===== config.mk =====
export PLATFORM = sky130hd
export DESIGN_NAME = two_class_priority_queue
export DESIGN_NICKNAME = d
export VERILOG_FILES = /design/src/rtl/tpq_pkg.sv /design/src/rtl/two_class_priority_queue.sv /design/src/rtl/tpq_datapath.sv /design/src/rtl/tpq_controller.sv
export SDC_FILE = /design/constraint.sdc
export NUM_CORES = 1
export LEC_CHECK = 0
export BUFFER_PORTS_ARGS = -buffer_cell sky130_fd_sc_hd__buf_2
export CAP_MARGIN = 20
export CORE_MARGIN = 5
export CORE_UTILIZATION = 25
export CTS_CLUSTER_SIZE = 10
export DETAILED_ROUTE_END_ITERATION = 8
export GPL_TIMING_DRIVEN = 0
export REMOVE_ABC_BUFFERS = 1
export SLEW_MARGIN = 20
export SYNTH_ARGS = -nofsm -noshare
export SYNTH_HDL_FRONTEND = slang
export SYNTH_SLANG_ARGS = --single-unit

===== constraint.sdc =====
create_clock -name clock -period 13 [get_ports clock]
set_clock_uncertainty 0.2 [all_clocks]
set_input_delay 2.6 -clock clock [delete_from_list [all_inputs] [get_ports clock]]
set_output_delay 2.6 -clock clock [all_outputs]
set_load 0.1 [all_outputs]

===== src/rtl/tpq_pkg.sv =====
// Shared types, constants and codes for the two-class priority queue.
package tpq_pkg;

   localparam int CAPACITY = 16;
   localparam int BATCH    = 4;
   localparam int TAG_W    = 32;
   localparam int OCC_W    = 5;
   localparam int IDX_W    = $clog2(CAPACITY);
   localparam int CNT_W    = $clog2(CAPACITY + 1);

   // request opcodes
   typedef enum logic [1:0] {
      OP_INSERT = 2'd0,
      OP_REMOVE = 2'd1,
      OP_CALL   = 2'd2
   } op_type;

   // result status codes
   typedef enum logic [1:0] {
      ST_OK       = 2'd0,
      ST_FULL     = 2'd1,
      ST_NOTFOUND = 2'd2,
      ST_EMPTY    = 2'd3
   } status_type;

   // controller states
   typedef enum logic [3:0] {
      S_IDLE,
      S_INS_CHK,
      S_INS_MOV,
      S_RM_CHK,
      S_RM_CMP,
      S_RM_SH,
      S_RM_MOV,
      S_POP_RD,
      S_POP_EMIT,
      S_EMIT
   } state_type;

   // controller to datapath commands
   typedef struct packed {
      logic             load_req;
      logic             rd_en;
      logic [IDX_W-1:0] rd_idx;
      logic             wr_en;
      logic [IDX_W-1:0] wr_idx;
      logic             wr_new;
      logic             cnt_inc;
      logic             cnt_dec;
      logic             fast_inc;
      logic             fast_dec;
      logic             head_adv;
      logic             emit;
      logic             emit_pop;
      logic             emit_last;
      status_type       emit_status;
   } cmd_type;

   // datapath to controller status
   typedef struct packed {
      logic [CNT_W-1:0] count;
      logic [CNT_W-1:0] nfast;
      logic             rd_fast;
      logic             tag_match;
      logic             req_fast;
      logic             out_free;
   } stat_type;

endpackage


===== src/rtl/two_class_priority_queue.sv =====
// Two-class priority queue: a full insert or an empty call goes straight to its result, a regular
// insert writes at the tail, and a fast-track insert first moves each regular entry back a slot.
// Remove scans the entries for the tag and shifts the later ones forward; a call pops up to BATCH
// tags from the head, reading and then emitting each, and waits while a result is not taken. A
// new item is taken once the last result is loaded; the entry memory is single-port.
// Synchronous active-high reset empties the queue and drops any pending result.
module two_class_priority_queue import tpq_pkg::*; (
   input  logic             clock,
   input  logic             reset,
   input  logic             req_valid,
   output logic             req_ready,
   input  logic [1:0]       req_op,
   input  logic [TAG_W-1:0] req_name_tag,
   input  logic             req_fast_track,
   output logic             rsp_valid,
   input  logic             rsp_ready,
   output logic [1:0]       rsp_status,
   output logic [TAG_W-1:0] rsp_out_tag,
   output logic             rsp_last,
   output logic [OCC_W-1:0] rsp_occupancy
);

   cmd_type  cmd;
   stat_type stat;

   tpq_controller u_ctrl (
      .clock     (clock),
      .reset     (reset),
      .req_valid (req_valid),
      .req_op    (req_op),
      .req_ready (req_ready),
      .cmd       (cmd),
      .stat      (stat)
   );

   tpq_datapath u_dp (
      .clock          (clock),
      .reset          (reset),
      .req_name_tag   (req_name_tag),
      .req_fast_track (req_fast_track),
      .cmd            (cmd),
      .stat           (stat),
      .rsp_valid      (rsp_valid),
      .rsp_ready      (rsp_ready),
      .rsp_status     (rsp_status),
      .rsp_out_tag    (rsp_out_tag),
      .rsp_last       (rsp_last),
      .rsp_occupancy  (rsp_occupancy)
   );

   // fast-track count never exceeds the entry count, which stays within capacity
   a_counts: assert property (@(posedge clock) disable iff (reset)
      (stat.nfast <= stat.count) && (stat.count <= CNT_W'(CAPACITY)))
      else $error("queue counters out of range");

   // a valid operation keeps the block busy on the next cycle
   a_busy: assert property (@(posedge clock) disable iff (reset)
      (req_valid && req_ready &&
       (req_op == OP_INSERT || req_op == OP_REMOVE || req_op == OP_CALL))
      |=> !req_ready)
      else $error("block ready right after taking an operation");

   // only popped entries carry a tag, and an error result is always marked last
   a_tag_zero: assert property (@(posedge clock) disable iff (reset)
      (rsp_valid && rsp_status != ST_OK) |-> (rsp_out_tag == '0 && rsp_last))
      else $error("error result with tag or without last");

   // a new result is never loaded over one that has not been taken
   a_no_overrun: assert property (@(posedge clock) disable iff (reset)
      cmd.emit |-> stat.out_free)
      else $error("result register overwritten");

endmodule


===== src/rtl/tpq_datapath.sv =====
// Entry memory, queue pointers, request latch and result register.
module tpq_datapath import tpq_pkg::*; (
   input  logic             clock,
   input  logic             reset,
   input  logic [TAG_W-1:0] req_name_tag,
   input  logic             req_fast_track,
   input  cmd_type          cmd,
   output stat_type         stat,
   output logic             rsp_valid,
   input  logic             rsp_ready,
   output logic [1:0]       rsp_status,
   output logic [TAG_W-1:0] rsp_out_tag,
   output logic             rsp_last,
   output logic [OCC_W-1:0] rsp_occupancy
);

   // logical queue position to physical memory address (circular buffer)
   function automatic logic [IDX_W-1:0] phys(input logic [IDX_W-1:0] head,
                                             input logic [IDX_W-1:0] pos);
      logic [IDX_W:0] sum;
      sum = {1'b0, head} + {1'b0, pos};
      if (sum >= (IDX_W+1)'(CAPACITY)) begin
         sum = sum - (IDX_W+1)'(CAPACITY);
      end
      return sum[IDX_W-1:0];
   endfunction

   logic [TAG_W:0]     mem [CAPACITY];
   logic [TAG_W:0]     rd_data_ff;
   logic [TAG_W-1:0]   req_tag_ff;
   logic               req_fast_ff;
   logic [IDX_W-1:0]   head_ff, head_in;
   logic [CNT_W-1:0]   count_ff, count_in;
   logic [CNT_W-1:0]   nfast_ff, nfast_in;
   logic               rsp_valid_ff, rsp_valid_in;
   status_type         rsp_status_ff;
   logic [TAG_W-1:0]   rsp_tag_ff;
   logic               rsp_last_ff;
   logic [OCC_W-1:0]   rsp_occ_ff;
   logic               out_free;

   // request latch
   always_ff @(posedge clock) begin
      if (cmd.load_req) begin
         req_tag_ff  <= req_name_tag;
         req_fast_ff <= req_fast_track;
      end
   end

   // entry memory: one write or one read per cycle, registered read data
   always_ff @(posedge clock) begin
      if (cmd.wr_en) begin
         mem[phys(head_ff, cmd.wr_idx)] <= cmd.wr_new ? {req_fast_ff, req_tag_ff}
                                                      : rd_data_ff;
      end
      if (cmd.rd_en) begin
         rd_data_ff <= mem[phys(head_ff, cmd.rd_idx)];
      end
   end

   // pointer and counter updates
   always_comb begin
      head_in  = cmd.head_adv ? phys(head_ff, IDX_W'(1)) : head_ff;
      count_in = count_ff;
      if (cmd.cnt_inc) begin
         count_in = count_ff + CNT_W'(1);
      end else if (cmd.cnt_dec) begin
         count_in = count_ff - CNT_W'(1);
      end
      nfast_in = nfast_ff;
      if (cmd.fast_inc) begin
         nfast_in = nfast_ff + CNT_W'(1);
      end else if (cmd.fast_dec) begin
         nfast_in = nfast_ff - CNT_W'(1);
      end
   end

   always_ff @(posedge clock) begin
      if (reset) begin
         head_ff  <= '0;
         count_ff <= '0;
         nfast_ff <= '0;
      end else begin
         head_ff  <= head_in;
         count_ff <= count_in;
         nfast_ff <= nfast_in;
      end
   end

   // result register; occupancy is the count after this result's update
   assign out_free = !rsp_valid_ff || rsp_ready;

   always_comb begin
      rsp_valid_in = rsp_valid_ff;
      if (cmd.emit) begin
         rsp_valid_in = 1'b1;
      end else if (rsp_ready) begin
         rsp_valid_in = 1'b0;
      end
   end

   always_ff @(posedge clock) begin
      if (reset) begin
         rsp_valid_ff <= 1'b0;
      end else begin
         rsp_valid_ff <= rsp_valid_in;
      end
   end

   always_ff @(posedge clock) begin
      if (cmd.emit) begin
         rsp_status_ff <= cmd.emit_status;
         rsp_tag_ff    <= cmd.emit_pop ? rd_data_ff[TAG_W-1:0] : '0;
         rsp_last_ff   <= cmd.emit_last;
         rsp_occ_ff    <= OCC_W'(count_in);
      end
   end

   assign rsp_valid     = rsp_valid_ff;
   assign rsp_status    = rsp_status_ff;
   assign rsp_out_tag   = rsp_tag_ff;
   assign rsp_last      = rsp_last_ff;
   assign rsp_occupancy = rsp_occ_ff;

   // status back to the controller
   always_comb begin
      stat.count     = count_ff;
      stat.nfast     = nfast_ff;
      stat.rd_fast   = rd_data_ff[TAG_W];
      stat.tag_match = (rd_data_ff[TAG_W-1:0] == req_tag_ff);
      stat.req_fast  = req_fast_ff;
      stat.out_free  = out_free;
   end

endmodule


===== src/rtl/tpq_controller.sv =====
// Sequencer for insert, remove-by-tag and batch pop operations.
module tpq_controller import tpq_pkg::*; (
   input  logic       clock,
   input  logic       reset,
   input  logic       req_valid,
   input  logic [1:0] req_op,
   output logic       req_ready,
   output cmd_type    cmd,
   input  stat_type   stat
);

   state_type        state_ff, state_in;
   logic [CNT_W-1:0] idx_ff, idx_in;
   status_type       st_ff, st_in;
   logic [CNT_W-1:0] ins_target;
   logic             accept;
   logic             pop_last;

   assign req_ready  = (state_ff == S_IDLE);
   assign accept     = req_valid && req_ready;
   // fast-track entries go behind the last fast one, regular ones at the tail
   assign ins_target = stat.req_fast ? stat.nfast : stat.count;
   assign pop_last   = (int'(idx_ff) + 1 == BATCH) || (stat.count == CNT_W'(1));

   // next state
   always_comb begin
      state_in = state_ff;
      case (state_ff)
         S_IDLE: begin
            if (accept) begin
               case (req_op)
                  OP_INSERT: state_in = (stat.count == CNT_W'(CAPACITY)) ? S_EMIT
                                                                          : S_INS_CHK;
                  OP_REMOVE: state_in = S_RM_CHK;
                  OP_CALL:   state_in = (stat.count == '0) ? S_EMIT : S_POP_RD;
                  default:   state_in = S_IDLE;
               endcase
            end
         end
         S_INS_CHK:  state_in = (idx_ff == ins_target) ? S_EMIT : S_INS_MOV;
         S_INS_MOV:  state_in = S_INS_CHK;
         S_RM_CHK:   state_in = (idx_ff == stat.count) ? S_EMIT : S_RM_CMP;
         S_RM_CMP:   state_in = stat.tag_match ? S_RM_SH : S_RM_CHK;
         S_RM_SH:    state_in = (idx_ff + CNT_W'(1) == stat.count) ? S_EMIT : S_RM_MOV;
         S_RM_MOV:   state_in = S_RM_SH;
         S_POP_RD:   state_in = S_POP_EMIT;
         S_POP_EMIT: begin
            if (stat.out_free) begin
               state_in = pop_last ? S_IDLE : S_POP_RD;
            end
         end
         S_EMIT: begin
            if (stat.out_free) begin
               state_in = S_IDLE;
            end
         end
         default:    state_in = S_IDLE;
      endcase
   end

   // datapath commands
   always_comb begin
      cmd             = '0;
      cmd.emit_status = ST_OK;
      cmd.load_req    = accept;
      case (state_ff)
         S_INS_CHK: begin
            cmd.wr_idx = idx_ff[IDX_W-1:0];
            if (idx_ff == ins_target) begin
               cmd.wr_en    = 1'b1;
               cmd.wr_new   = 1'b1;
               cmd.cnt_inc  = 1'b1;
               cmd.fast_inc = stat.req_fast;
            end else begin
               cmd.rd_en  = 1'b1;
               cmd.rd_idx = IDX_W'(idx_ff - CNT_W'(1));
            end
         end
         S_INS_MOV: begin
            cmd.wr_en  = 1'b1;
            cmd.wr_idx = idx_ff[IDX_W-1:0];
         end
         S_RM_CHK: begin
            cmd.rd_en  = (idx_ff != stat.count);
            cmd.rd_idx = idx_ff[IDX_W-1:0];
         end
         S_RM_CMP: begin
            cmd.fast_dec = stat.tag_match && stat.rd_fast;
         end
         S_RM_SH: begin
            if (idx_ff + CNT_W'(1) == stat.count) begin
               cmd.cnt_dec = 1'b1;
            end else begin
               cmd.rd_en  = 1'b1;
               cmd.rd_idx = IDX_W'(idx_ff + CNT_W'(1));
            end
         end
         S_RM_MOV: begin
            cmd.wr_en  = 1'b1;
            cmd.wr_idx = idx_ff[IDX_W-1:0];
         end
         S_POP_RD: begin
            cmd.rd_en  = 1'b1;
            cmd.rd_idx = '0;
         end
         S_POP_EMIT: begin
            if (stat.out_free) begin
               cmd.emit      = 1'b1;
               cmd.emit_pop  = 1'b1;
               cmd.emit_last = pop_last;
               cmd.head_adv  = 1'b1;
               cmd.cnt_dec   = 1'b1;
               cmd.fast_dec  = stat.rd_fast;
            end
         end
         S_EMIT: begin
            if (stat.out_free) begin
               cmd.emit        = 1'b1;
               cmd.emit_last   = 1'b1;
               cmd.emit_status = st_ff;
            end
         end
         default: begin
         end
      endcase
   end

   // position counter and pending status
   always_comb begin
      idx_in = idx_ff;
      st_in  = st_ff;
      case (state_ff)
         S_IDLE: begin
            idx_in = '0;
            if (accept) begin
               case (req_op)
                  OP_INSERT: begin
                     idx_in = stat.count;
                     st_in  = ST_FULL;
                  end
                  OP_REMOVE: st_in = ST_NOTFOUND;
                  OP_CALL:   st_in = ST_EMPTY;
                  default:   st_in = st_ff;
               endcase
            end
         end
         S_INS_CHK: begin
            st_in = ST_OK;
         end
         S_INS_MOV: idx_in = idx_ff - CNT_W'(1);
         S_RM_CMP: begin
            if (!stat.tag_match) begin
               idx_in = idx_ff + CNT_W'(1);
            end
         end
         S_RM_SH: begin
            st_in = ST_OK;
         end
         S_RM_MOV: idx_in = idx_ff + CNT_W'(1);
         S_POP_EMIT: begin
            if (stat.out_free) begin
               idx_in = idx_ff + CNT_W'(1);
            end
         end
         default: begin
         end
      endcase
   end

   always_ff @(posedge clock) begin
      if (reset) begin
         state_ff <= S_IDLE;
         idx_ff   <= '0;
         st_ff    <= ST_OK;
      end else begin
         state_ff <= state_in;
         idx_ff   <= idx_in;
         st_ff    <= st_in;
      end
   end

endmodule

* Word-level counts from Yosys, hierarchy flattened
Memories as Yosys holds them, arrays and structs flattened. A register that Yosys moved wholly into a read port is not among the register bits.
Cells that the tools add are included.
** Word-level totals
- Memory bits (writable) :: 528
- Output and inout port bits :: 42
- Memories :: 1
- Bits in registers :: 99
** Memories
- u_dp.mem :: words 16, width 33, read ports 1, clocked after memory_dff 1, wr ports 1, line tpq_datapath.sv:28 : logic [TAG_W:0] mem [CAPACITY];
** Cells by class
- Reduce and logical (&&, ||, !) cells :: 18
- Equal/unequal tests :: 24
- Muxes and demuxes :: 54
- $lt $le $gt $ge :: 3
- Add/subtract/negate cells :: 13
** Operators by type and width (number)
- $mux 5 :: 12
- $mux 4 :: 13
- $pmux 4 s10 :: 1
- $mux 33 :: 1
- $eq 32x32->1 :: 1
- $eq 32x4->1 const B :: 1
- $pmux 5 s5 :: 1
- $pmux 5 s4 :: 1
- $eq 4x3->1 const B :: 4
- $add 5x1->5 const B :: 3
- $eq 5x5->1 :: 3
- $ge 5x5->1 const B :: 3
- $sub 5x1->5 const B :: 3
- $pmux 4 s3 :: 1
- $sub 4x1->4 const B :: 3
- $mux 1 :: 11
- $add 4x4->5 :: 2
- $pmux 5 s2 :: 1
- $mux 3 :: 3
- $reduce_and 3->1 :: 3
- $eq 4x2->1 const B :: 2
- $eq 4x4->1 const B :: 2
- $pmux 1 s2 :: 4
- $add 5x1->6 const B :: 1
- other kinds (23) :: 32

* Logic depth before layout (Yosys ltp)
Gate-level depths: netlist (run 1).
- Word-level depth :: 8
- Mapped depth :: 16

* Hierarchy
From an unflattened synthesis (run 1), not the netlist that was laid out.
** Unflattened totals
- Cell total of the unflattened synthesis :: 1452
- Area, all modules :: 26932.1 um^2
** By module, submodules not included
- tpq_datapath :: instances 1, area each 25388.1 um^2, cells each 1240
- tpq_controller :: instances 1, area each 1544.0 um^2, cells each 212

* Worst setup path before layout (run 1)
No wires, ideal clock.
- Path type :: flip-flop to output port
- Start point :: register u_ctrl.state_ff[3]
- End point :: output req_ready
- Cell stages (with the launch flop) :: 3
- Path slack :: 6.584 ns
- Required time :: 10.200 ns
- Arrival :: 3.616 ns
- Buffers on the path :: 1
- Cell sequence :: dfxtp_1 clkbuf_1 nor4_1
** On the way
- Cells in the longest elaborated chain, start to end :: 1
** Ends and longest elaborated chain
- start, declared :: line tpq_controller.sv:12 : state_type state_ff, state_in;
- start signal, assigned :: line tpq_controller.sv:176 : state_ff <= state_in;
- $logic_not 4->1 :: line tpq_controller.sv:19 : assign req_ready = (state_ff == S_IDLE);
- end, declared :: line two_class_priority_queue.sv:11 : output logic req_ready,
No other way between the ends.

* Final worst setup path (run 1)
Ends and elaborated chain as after synthesis.

==> results by group, run 1 <==
Power
  – Peak VDD IR: about 0.12 mV
  – Pleak: ~0.010 µW
  – Pwr Density: roughly 250 nW/µm²

Route
  – 1st-pass router iterations: 5
  – Remaining DRCs: 0
  – Via/cell ratio: approximately 4.6
  – Detail Route Antenna Nets: 0
  – Final wirelength: 66,100 µm
  – First DRT Iteration DRCs: approximately 1,700
  – Vias after detailed routing: approximately 14,000
  – WL/cell: 22.5 µm

Synthesis
  – Mux share of post-synthesis cell area: 0.165
  – Most used flip-flop cell after synthesis: edfxtp_1
  – Synth unique cells: between 60 and 70
  – Synthesized cell area: between 20,000 and 30,000 µm²
  – Synth Area in XOR/XNOR: 0.0222
  – Combinational family with the most area after synthesis: multiplexers
  – Sequential share of the synthesized area: 0.731
  – Post-synthesis adder-cell area fraction: 0.0121
  – Mapped Cells: approximately 1,400
  – Asr flop ratio synth: 0
  – Synth Register Bits: 660
  – Mean post-synth cell area: between 15 and 20 µm²
  – Simple-Gate Fraction of Synth Area: 0.0359
  – Compound-Gate Fraction of Synth Area: 0.0200
  – EDFF count, synth: about 630
  – Ys Warns: 0

Die
  – Die W: between 300 and 400 µm
  – Die Footprint: around 110,000 µm²
  – Row cnt: 120
  – Die height: 337 µm
  – Starting density of the core: 0.251
  – # IOs: 81
  – Core Footprint: 107,000 µm²

CTS
  – CTS root buf: clkbuf_16
  – H-tree levels: 3
  – # hold bufs at CTS: 0
  – TritonCTS Buffers: 77
  – CTS tree: built
  – Worst-path clk slew: ~0.06 ns
  – Post-CTS Setup Bufs: 0
  – Sink Count: 660
  – Post-cts resize count: 0
  – Worst-Skew Late Latency: 0.63 ns
  – Clock Tree Buf Depth: 3

Cells and area
  – Layout cells sized above 1: 0.260
  – Antenna diodes: 0
  – Final layout net count: about 1,600
  – Area delta synth->final: 20.4%
  – Fillers: around 10,000

Timing
  – Final min period: between 5 and 6 ns
  – Fmax: around 0.18 GHz
  – Final Setup Violations: 0
  – Final Hold Vio Count: 0
  – Hold slack: between 0.3 and 0.4 ns
  – Final worst-path cycle share: 0.418
  – Max-slew violations: 0
  – Sum of negative setup slack: 0 ns
  – RSZ-0062 raised after global routing: false
  – Rel. slew slack: 0.361
  – Slew @ Worst Pin: between 0.9 and 1 ns

Min path
  – Min-delay worst type: flip-flop to flip-flop

Global route
  – GR Util All Layers: 0.115
  – Largest net degree at the start of global routing: 45
  – Initial antenna violation count: 2
  – Number of global-route vias before repair: between 10,000 and 15,000
  – First-pass GRT wire length: about 96,000 µm
  – Total gr overflow: 0

Worst setup path
  – Peak fanout along the critical path: 21
  – CP arrival: 2.64 ns
  – Worst Setup Start Kind: flip-flop
  – Req. time, crit path: just over 10 ns
  – CP Capture Type: primary output
  – Setup CP Type: flip-flop to primary output

Placement
  – Detailed Place HPWL: approximately 42,000 µm
  – Port Buffer Count: 80
  – Gpl congestion: approximately 0.79

Job
  – Maxcap violations: 0

Run status
  – Status: finished, final reports clean
cells in the mapped netlist (3+ instances only):
| library cell | n | area [µm²] |
|---|---|---|
| nand2_1 | 26 | 97.6 |
| nor4_1 | 6 | 37.5 |
| a21o_1 | 5 | 37.5 |
| nand4_1 | 12 | 75.1 |
| buf_6 | 5 | 56.3 |
| a31oi_1 | 3 | 18.8 |
| mux2i_1 | 108 | 1080 |
| a21oi_1 | 16 | 80.1 |
| nor2b_1 | 5 | 31.3 |
| inv_1 | 16 | 60.1 |
| a211oi_1 | 8 | 60.1 |
| mux2_2 | 3 | 33.8 |
| a221o_1 | 3 | 30.0 |
| ha_1 | 21 | 263 |
| mux4_2 | 132 | 2970 |
| xor2_1 | 13 | 114 |
| buf_1 | 7 | 26.3 |
| xnor2_1 | 53 | 464 |
| o21ai_0 | 5 | 25.0 |
| a221oi_1 | 4 | 35.0 |
| nor2_1 | 46 | 173 |
| clkbuf_1 | 41 | 154 |
| dfxtp_1 | 26 | 521 |
| mux2_1 | 29 | 327 |
| nand3_1 | 7 | 35.0 |
| and2_1 | 39 | 244 |
| nand2b_1 | 7 | 43.8 |
| and3_1 | 6 | 37.5 |
| edfxtp_1 | 634 | 19000 |
| or3_1 | 3 | 18.8 |
| buf_2 | 11 | 55.1 |
| fa_1 | 3 | 60.1 |
| buf_4 | 4 | 30.0 |
| nor3_1 | 14 | 70.1 |
| o31ai_1 | 4 | 30.0 |
worst max-delay path, cell delays in order (launching register included):
cell,delay [ns]
dfxtp_1,0.54
nor4_1,0.91
buf_2,0.57
layout make-up:
| type | count | area [µm²] | share of cell area |
|---|---|---|---|
| flip-flops and latches | 660 | 19600 | 0.607 |
| multi-input cells | 617 | 7030 | 0.218 |
| clock buffers | 85 | 1960 | 0.0607 |
| well taps | 1403 | 1760 | 0.0545 |
| repair buffers | 141 | 1720 | 0.0532 |
| clock inverters | 10 | 158 | 0.00489 |
| inverters | 16 | 60.1 | 0.00186 |
final timing paths:
path | start | to | slack [ns] | depth (start not counted)
worst min-delay path | u_ctrl.st_ff[1] | u_ctrl.st_ff[1] | 0.31 | 2
worst max-delay path | u_ctrl.state_ff[3] | req_ready | 7.56 | 2
worst min register to register | u_ctrl.st_ff[1] | u_ctrl.st_ff[1] | 0.31 | 2
worst max register to register | u_ctrl.idx_ff[0] | u_dp.rd_data_ff[5] | 7.73 | 13
registers in the layout, indices dropped and copies added (netlist names), 5 cells and up:
signal              cells
u_dp.req_tag_ff        32
u_dp.rsp_occupancy      5
u_ctrl.idx_ff           5
u_dp.mem              528
u_dp.nfast_ff           5
u_dp.rsp_out_tag       32
u_dp.count_ff           5
u_dp.rd_data_ff        33
metrics by stage:
stage          instance area (µm²)  utilization  setup slack (ns)  total power (µW)  instances
2_1_floorplan                26400            -              4.69              5270       1293
3_3_place_gp                 28600        0.268             0.544              6180       2776
3_5_place_dp                 30100        0.282              7.84              6100       2836
4_1_cts                      32200        0.302              7.55              8010       2931
5_1_grt                      32200        0.302              7.40              8310       2932
6_report                     32200        0.302              7.56              7920       2932
metal layers:
layer  track usage  vias up  routed length [µm]
met3        0.0246       94                4700
met5             0        -                   0
met4        0.0256        0                1120
met2         0.175      542               29900
met1         0.169     7171               30300
li1              -     5766                   -
layout by cell type, fill, tap and decap left out, types with 7 or more instances in the layout:
master     count
nor2_4        18
edfxtp_1     634
buf_16        27
nand2b_1       7
clkbuf_16     77
ha_1          20
nand3_1        7
a21oi_1       16
buf_12        24
nor2_1        28
a211oi_1       8
and2_1        38
dfxtp_1       26
clkbuf_1       8
xor2_1        12
mux2i_1      108
mux2_1        29
mux4_2       132
nand4_1       12
nand2_1       25
inv_1         16
nor3_1        14
buf_2         81
xnor2_1       53
cells by family (layout without fill, tap and decap cells):
logic type                 Yosys count  after routing
AOI/OAI and AO/OA                   71             71
adders and majority gates           24             24
DFF                                660            660
buffers and inverters               84            252
muxes                              272            272
and+or+nand+nor                    183            183
xor gates and xnor gates            67             67
power breakdown:
part / internal [µW] / switching, µW / total, µW / leakage [µW]
Combinational: 1140 / 1680 / 2830 / 0.00301
Clock: 1070 / 820 / 1890 / 0.00103
Sequential: 3020 / 184 / 3200 / 0.00595
No activity file was read; power rests on OpenSTA's default activity.
==> inputs of run 2 (changes only) <==
- clock period: 13 -> 5.4 ns (I/O delays scaled with it)
==> run 2 against run 1 <==
Clock-buffer cell count stayed put. Core utilization hardly changed. Combinational power is 140% higher. Hold slack hardly changed. Non-clock buffer count is 2 higher. Sequential power is 140% higher. Die area stayed put. Power is 140% higher. Global-route usage stayed put. Routed wire length is 0.77% higher. Sequential share of layout area is 0.088 points lower. Largest cell class unchanged. Highest routed layer unchanged.
==> results by group, run 2 (synthesis results as in run 1) <==
Cells and area
  – Fillers: 10,200 (about the same)
  – Biggest register: u_dp.mem (unchanged)
  – Biggest regs: u_dp.mem x528, u_dp.rd_data_ff x33 (unchanged)
  – Fin util: 0.302 (about the same)
  – Most frequent cells in the layout: edfxtp_1, mux4_2, mux2i_1 (unchanged)
  – Final layout net count: 1,578 (was 1,576)
  – Number of flip-flops in the largest register: 528 (unchanged)
  – Area delta synth->final: 20.6% (was 20.4%)
  – Commonest non-fill, non-tap cell in the layout: edfxtp_1 (unchanged)
  – Antenna diodes: 0 (unchanged)
  – Layout cells sized above 1: 0.261 (was 0.260)

Route
  – Detail Route Antenna Nets: 0 (unchanged)
  – Final wirelength: 66,600 µm (was 66,100 µm)
  – First DRT Iteration DRCs: 1,621 (was 1,676)
  – Vias after detailed routing: 13,600 (about the same)
  – WL/cell: 22.7 µm (was 22.5 µm)
  – Remaining DRCs: 0 (unchanged)
  – Via/cell ratio: 4.64 (was 4.63)
  – 1st-pass router iterations: 5 (unchanged)

CTS
  – CTS root buf: clkbuf_16 (unchanged)
  – TritonCTS Buffers: 77 (unchanged)
  – # hold bufs at CTS: 0 (unchanged)
  – H-tree levels: 3 (unchanged)
  – CTS tree: built (unchanged)
  – Clock Tree Buf Depth: 3 (unchanged)
  – Worst-Skew Late Latency: 0.63 ns (about the same)
  – Worst-path clk slew: 0.06 ns (about the same)
  – Sink Count: 660 (unchanged)

Min path
  – Min-delay worst type: flip-flop to flip-flop (unchanged)
  – Worst hold path stage count: 2 (unchanged)
  – Hold Crit Endpoint: u_ctrl.st_ff[1] (unchanged)
  – Hold Crit Start: u_ctrl.st_ff[1] (unchanged)

Power
  – Pwr Density: 593 nW/µm² (was 246 nW/µm²)
  – Pleak: 0.0100 µW (was 0.00999 µW)
  – Peak VDD IR: 0.300 mV (was 0.124 mV)
  – Total power: 19,100 µW (was 7920 µW)

Die
  – Row cnt: 120 (unchanged)
  – Die W: 337 µm (unchanged)
  – Die Footprint: 114,000 µm² (unchanged)
  – Starting density of the core: 0.251 (unchanged)
  – # IOs: 81 (unchanged)
  – Core Footprint: 107,000 µm² (unchanged)
  – Die height: 337 µm (unchanged)

Worst setup path
  – Worst Setup Start Kind: flip-flop (unchanged)
  – RR Startpoint: u_ctrl.idx_ff[1] (was u_ctrl.idx_ff[0])
  – Peak fanout along the critical path: 44 (was 21)
  – Worst R2R Path Depth: 13 (unchanged)
  – Register-to-register setup slack: 0.33 ns (was 7.73 ns)
  – CP Capture Type: flip-flop (was primary output)
  – Req. time, crit path: 5.56 ns (was 10.20 ns)
  – Setup CP Type: flip-flop to flip-flop (was flip-flop to primary output)
  – Critical R2R Capture: u_dp.rd_data_ff[31] (was u_dp.rd_data_ff[5])
  – CP arrival: 5.23 ns (was 2.64 ns)

Timing
  – Final Setup Violations: 0 (unchanged)
  – Sum of negative setup slack: 0 ns (unchanged)
  – Final worst-path setup slack: 0.327 ns (was 7.56 ns)
  – Final Hold Vio Count: 0 (unchanged)
  – Fmax: roughly 0.2 GHz
  – Final worst-path cycle share: 0.939
  – RSZ-0062 raised after global routing: false (unchanged)
  – Rel. slew slack: 0.368 (was 0.361)
  – Final min period: roughly 5.1 ns
  – Slew @ Worst Pin: 0.939 ns (was 0.950 ns)
  – Max-slew violations: 0 (unchanged)
  – Hold slack: 0.306 ns (about the same)

Placement
  – Gpl congestion: 0.786 (unchanged)
  – Place WS: 0.240 ns (was 7.84 ns)
  – Detailed Place HPWL: 42,500 µm (unchanged)
  – Port Buffer Count: 80 (unchanged)

Global route
  – Number of global-route vias before repair: 14,000 (unchanged)
  – Total gr overflow: 0 (unchanged)
  – Initial antenna violation count: 2 (unchanged)
  – First-pass GRT wire length: 96,000 µm (unchanged)
  – GR Util All Layers: 0.115 (unchanged)
  – Largest net degree at the start of global routing: 45 (unchanged)

Run status
  – Status: finished, final reports clean (unchanged)

Job
  – Maxcap violations: 0 (unchanged)
[run 2: cell types whose count changed in the layout (fill, tap and decap cells not counted), sizes merged]
cell | before | now
buf | 141 | 143
[run 2: where the power goes]
| group | total (µW) | internal [µW] | switching, µW |
|---|---|---|---|
| combinational | 6880 | 2790 | 4090 |
| sequential | 7710 | 7270 | 444 |
| clock | 4560 | 2580 | 1980 |
[run 2: layer usage]
metal	global-route usage	share of wire	wire, µm	vias to the layer above
met3	0.0246	0.067	4440	94
li1	-	-	-	5778
met1	0.169	0.46	31000	7225
met5	0	0	0	-
met4	0.0256	0.017	1110	0
met2	0.175	0.45	30100	517
[run 2: area by class of cell]
type                            count  area (µm²)  share of cell area
Sequential cell                   660       19600               0.606
Clock buffer                       85        1960              0.0606
Clock inverter                     10         158             0.00488
Tap cell                         1403        1760              0.0544
Inverter                           16        60.1             0.00186
Timing Repair Buffer              143        1760              0.0546
Multi-Input combinational cell    617        7030               0.218
[run 2: critical path: stages (launching register included)]
cell and delay, ns:
dfxtp_1 0.63, inv_1 0.14, ha_1 0.39, xor2_1 0.17, a211oi_1 0.36, a31oi_1 0.30, nor3_1 0.24, a211oi_1 0.11
ha_4 0.20, fa_4 1.04, buf_16 0.30, mux4_2 0.34, mux2i_1 0.20, mux2i_1 0.13
[run 2: repair_timing]
action,in CTS,in global routing
resized for setup,0,1
setup buffers,0,2
setup endpoints to repair,0,28
hold endpoints to repair,0,0
[run 2: worst max-delay path by stage]
stage | end | startpoint | slack (ns)
2_1_floorplan | u_dp.rd_data_ff[0] | u_ctrl.idx_ff[0] | -2.91
3_3_place_gp | u_dp.rd_data_ff[31] | u_ctrl.idx_ff[0] | -7.06
3_5_place_dp | u_dp.rd_data_ff[31] | u_ctrl.idx_ff[0] | 0.24
4_1_cts | u_dp.rd_data_ff[31] | u_ctrl.idx_ff[0] | 0.21
5_1_grt | u_dp.rd_data_ff[31] | u_ctrl.idx_ff[1] | 0.05
6_report | u_dp.rd_data_ff[31] | u_ctrl.idx_ff[1] | 0.33
[run 2: through the flow]
| step | cell area [µm²] | instances |
|---|---|---|
| after floorplan | 26400 | 1293 |
| after global placement | 28600 | 2776 |
| after detailed placement | 30100 | 2836 |
| after CTS | 32200 | 2931 |
| after global routing | 32300 | 2934 |
| final | 32300 | 2934 |
